$ cat src/rtl/hsm_pkg.sv
// shared constants and types of the half-sample mode estimator
`default_nettype none

package hsm_pkg;

   // default configuration
   localparam int MAX_SAMPLES_DEF = 1024;
   localparam int SAMPLE_BITS_DEF = 16;

   // depth of the queue between front and back
   localparam int QUEUE_DEPTH = 4;

   // result status codes
   localparam logic STATUS_OK    = 1'b0;
   localparam logic STATUS_EMPTY = 1'b1;

   // flags that travel with each queued sample
   typedef struct packed {
      logic usable;
      logic last;
   } hsm_flags_type;

endpackage : hsm_pkg

`default_nettype wire

$ cat src/rtl/hsm_front.sv
// front end: accepts transactions, drops ones with no effect, queues the rest
`default_nettype none

module hsm_front import hsm_pkg::*; #(
   parameter int SAMPLE_BITS = SAMPLE_BITS_DEF
) (
   input  wire logic                   clock,
   input  wire logic                   reset,
   input  wire logic                   req_valid,
   output logic                        req_stall,
   input  wire logic [SAMPLE_BITS-1:0] req_sample,
   input  wire logic                   req_usable,
   input  wire logic                   req_last,
   output logic                        q_valid,
   input  wire logic                   q_pop,
   output logic      [SAMPLE_BITS-1:0] q_sample,
   output hsm_flags_type               q_flags
);

   localparam int PW = $clog2(QUEUE_DEPTH);

   logic [SAMPLE_BITS-1:0] sample_ff [QUEUE_DEPTH];
   hsm_flags_type          flags_ff  [QUEUE_DEPTH];
   logic [PW-1:0]          wr_ptr_ff, wr_ptr_in;
   logic [PW-1:0]          rd_ptr_ff, rd_ptr_in;
   logic [PW:0]            fill_ff, fill_in;
   logic                   accept;
   logic                   keep;
   logic                   push;
   logic                   pop;

   // accept when there is room; items neither usable nor last change nothing
   assign req_stall = (fill_ff == (PW+1)'(QUEUE_DEPTH));
   assign accept    = req_valid && !req_stall;
   assign keep      = req_usable || req_last;
   assign push      = accept && keep;
   assign pop       = q_pop && q_valid;

   assign q_valid  = (fill_ff != '0);
   assign q_sample = sample_ff[rd_ptr_ff];
   assign q_flags  = flags_ff[rd_ptr_ff];

   // pointer and fill bookkeeping
   always_comb begin
      wr_ptr_in = push ? wr_ptr_ff + 1'b1 : wr_ptr_ff;
      rd_ptr_in = pop ? rd_ptr_ff + 1'b1 : rd_ptr_ff;
      fill_in   = fill_ff;
      if (push && !pop) begin
         fill_in = fill_ff + 1'b1;
      end else if (pop && !push) begin
         fill_in = fill_ff - 1'b1;
      end
   end

   always_ff @(posedge clock) begin
      if (reset) begin
         wr_ptr_ff <= '0;
         rd_ptr_ff <= '0;
         fill_ff   <= '0;
      end else begin
         wr_ptr_ff <= wr_ptr_in;
         rd_ptr_ff <= rd_ptr_in;
         fill_ff   <= fill_in;
      end
   end

   // queue storage
   always_ff @(posedge clock) begin
      if (push) begin
         sample_ff[wr_ptr_ff]     <= req_sample;
         flags_ff[wr_ptr_ff]      <= '{usable: req_usable, last: req_last};
      end
   end

endmodule : hsm_front

`default_nettype wire

$ cat config.mk
export PLATFORM = sky130hd
export DESIGN_NAME = hsm_front
export DESIGN_NICKNAME = d
export VERILOG_FILES = /design/src/rtl/hsm_pkg.sv /design/src/rtl/hsm_front.sv
export SDC_FILE = /design/constraint.sdc
export NUM_CORES = 1
export LEC_CHECK = 0
export ABC_AREA = 1
export BUFFER_PORTS_ARGS = -buffer_cell sky130_fd_sc_hd__buf_2
export CAP_MARGIN = 20
export CELL_PAD_IN_SITES_DETAIL_PLACEMENT = 1
export CELL_PAD_IN_SITES_GLOBAL_PLACEMENT = 2
export CORE_UTILIZATION = 42
export DETAILED_ROUTE_END_ITERATION = 12
export MAX_ROUTING_LAYER = met4
export PLACE_DENSITY = 0.81
export SLEW_MARGIN = 20
export SYNTH_ARGS = -nofsm -noshare
export SYNTH_HDL_FRONTEND = slang
export SYNTH_SLANG_ARGS = --single-unit
$ cat constraint.sdc
create_clock -name clock -period 4 [get_ports clock]
set_input_delay 0.8 -clock clock [delete_from_list [all_inputs] [get_ports clock]]
set_output_delay 0.8 -clock clock [all_outputs]
set_load 0.01 [all_outputs]
==> flow_summary.toml <==
[floorplanning]
start_util_pct = 44.13
die_x_um = 89.99
dieHeight_um = 89.99
core_area_um2 = 7370
die-area_um2 = 8098
num_rows = 31
ios = 42

[sta]
hold_viol_final = 0
setup_viol = 0
clock_skew_ns = 0.01158
post-route-period-util_pct = 72.18
period_needed_ns = 2.887
tightest_slew_ns = 1.001
finalSetupTns_ns = 0
rsz0062_at_grt = "no"
max_slew_margin_pct = 33.19
slew_viol_final = 0
clock.fmax_ghz = 0.3463
setup_ws_ns = 1.113

[logic_synthesis]
synth_most_common_cell = "edfxtp_1"
ys_top_cells_by_area = "edfxtp_1 66%, nor2_1 5.9%, dfxtp_1 5.5%"
synth_common_cells = "72 x edfxtp_1, 51 x nor2_1, 24 x o21ai_0"
syn_avg_cell_area_um2 = 13.17
async_reset_ff_share_pct = 0
postSynthCellCount = 247
synth-seq-cells = 81
ys_seq_area_share_pct = 72.03
yosysTopAreaCell = "edfxtp_1"
ys_warn_count = 0
syn-cell-area_um2 = 3252
ys.flop_type = "edfxtp_1"
synth_edf_count = 72
yosys.cell_types.count = 22
syn_nets = 275
yosysTopAreaCellShare_pct = 66.49

[placed_design]
io_buffer_count = 41
placed_cells = 381
place_hpwl_mm = 4.029
place_congestion = 0.7340
place_ws_ns = 1.458

[pwr]
p_per_area_nw_per_um2 = 610.3
fin_total_pwr_mw = 2.275
leakage_nw = 1.375
seqPwrFrac_pct = 47.3
ir_drop_uv = 267.0
p_int_mw = 1.567
comb_power_share_pct = 25.0
power.switching_mw = 0.7079
netSwitchingFraction_pct = 31.12
pwr-share-clk_pct = 27.7

[critical_path]
crit_fanout = 20
reg2reg_depth = 13
critPathRequiredTime_ns = 3.20
timing.rr.start = "fill_ff[0]$_SDFFE_PP0P_"
r2r_setup_slack_ns = 2.06
end_kind = "output port"
cp.arrival_ns = 2.09
worstSetupPathType = "flip-flop to output port"
crit_path_start_kind = "flip-flop"
rr_endpoint = "fill_ff[2]$_SDFFE_PP0P_"

[grt]
grt_use_total_pct = 18.26
use_met1_pct = 19.64
gr-total-overflow = 0
antenna_found_initial = 0
grt_use_met3_pct = 6.091
grt_pass1_wl_mm = 10.65
grt_max_degree = 37
top_usage_layer = "met2"
grt_use_met2_pct = 31.86
grt_pass1_vias = 2105

[cts]
cts_root_buf = "clkbuf_8"
htree_levels = 3
cts.sinks = 81
clock_path_buffers = 2
cts_setup_buffers = 0
clkTransAtPathRegs_ns = 0.08
cts_buffers = 9
hold_buffers = 0
clk_latency_ns = 0.35
post_cts_resized = 0
cts_tree = "done"

[hold_path]
hold_start = "rd_ptr_ff[0]$_SDFFE_PP0P_"
hold_path_end = "rd_ptr_ff[0]$_SDFFE_PP0P_"
worstHoldPathType = "flip-flop to flip-flop"
min_path_cells = 2

[routing]
drt_wl_total_mm = 6.383
drtIter0Drc = 111
drc = 0
drt_pass1_iterations = 4
vias = 1944
viasPerCell = 4.897
routedWlPerCell_um = 16.08
final_antenna_net_count = 0

[flow_run]
drv_cap = 0

[cells_and_area]
diodes = 0
layoutNonFillerInstCount = 397
drive_above_1_share_pct = 25.84
nets = 321
areaGrowthSynthToFinish_pct = 14.62
final_util_pct = 50.58

[outcome]
run_status = "completed"
## metal layers
metal  up-vias  share of wire, %
li1        968                 -
met1       937                42
met2        32                53
met3         7               3.6
met4         0               1.3
met5         -                 0
## state kept, by name (all words and copies together), names as in the netlist, named ones only
name,cells
fill_ff,3
flags_ff,8
rd_ptr_ff,2
sample_ff,64
wr_ptr_ff,2
## critical path, stage by stage (launching register included)
cell,delay [ns]
dfxtp_1,0.82
buf_4,0.36
o21ai_0,0.12
o22ai_1,0.26
buf_2,0.17
## power by group through the flow
stage	clock network (mW)	registers, mW	logic [mW]
detailed placement	0	1.10	0.581
floorplan	0	1.06	0.443
CTS	0.646	1.08	0.585
global placement	0	1.09	0.564
global route	0.679	1.09	0.645
finish	0.630	1.08	0.569
## cells by family after synthesis
kind of cell / Yosys count / share of synthesized area, %
XOR/XNOR: 1 / 0.2694
adder cells (fa/ha/maj): 6 / 2.539
flip-flops: 81 / 72.03
AND/OR/NAND/NOR: 72 / 9.119
AO/OA/AOI/OAI: 58 / 10.31
buffers and inverters: 29 / 5.733
## worst max path at each step
stage | startpoint | endpoint | slack, ns
floorplan | req_valid | flags_ff[0][0]$_DFFE_PP_ | 1.71
global placement | req_usable | sample_ff[0][2]$_DFFE_PP_ | 1.50
detailed placement | req_last | sample_ff[0][2]$_DFFE_PP_ | 1.46
CTS | flip-flop | q_sample[7] | 1.09
finish | flip-flop | q_sample[7] | 1.11
global route | flip-flop | q_sample[8] | 0.96
## per-stage QoR
step | hold slack [ns] | area (um2)
floorplan | 0.4585 | 3252
global placement | 0.4847 | 3516
CTS | 0.5089 | 3727
detailed placement | 0.4958 | 3516
global route | 0.5409 | 3727
finish | 0.5061 | 3727
## cells in the final DEF (no fill, tap or decap), drive strengths merged
master | netlist | routed
bufinv | 0 | 2
buf | 10 | 45
inv | 19 | 19
o21ai | 37 | 37
nand3 | 5 | 5
clkbuf | 0 | 11
nor2 | 52 | 52
nand2 | 15 | 15
a21oi | 3 | 3
clkinv | 0 | 2
edfxtp | 72 | 72
clkinvlp | 0 | 1
dfxtp | 9 | 9
o22ai | 18 | 18
fa | 1 | 1
ha | 5 | 5
xor2 | 1 | 1
## cell type report
cell class,instances,area (um2)
clock inverter,5,80.08
clock buffer,11,131.4
tap,99,123.9
timing repair buffer,45,235.2
inverter,19,81.33
fill,797,3642
sequential,81,2342
multi-input combinational,137,733.2
(Power assumes the default switching activity.)
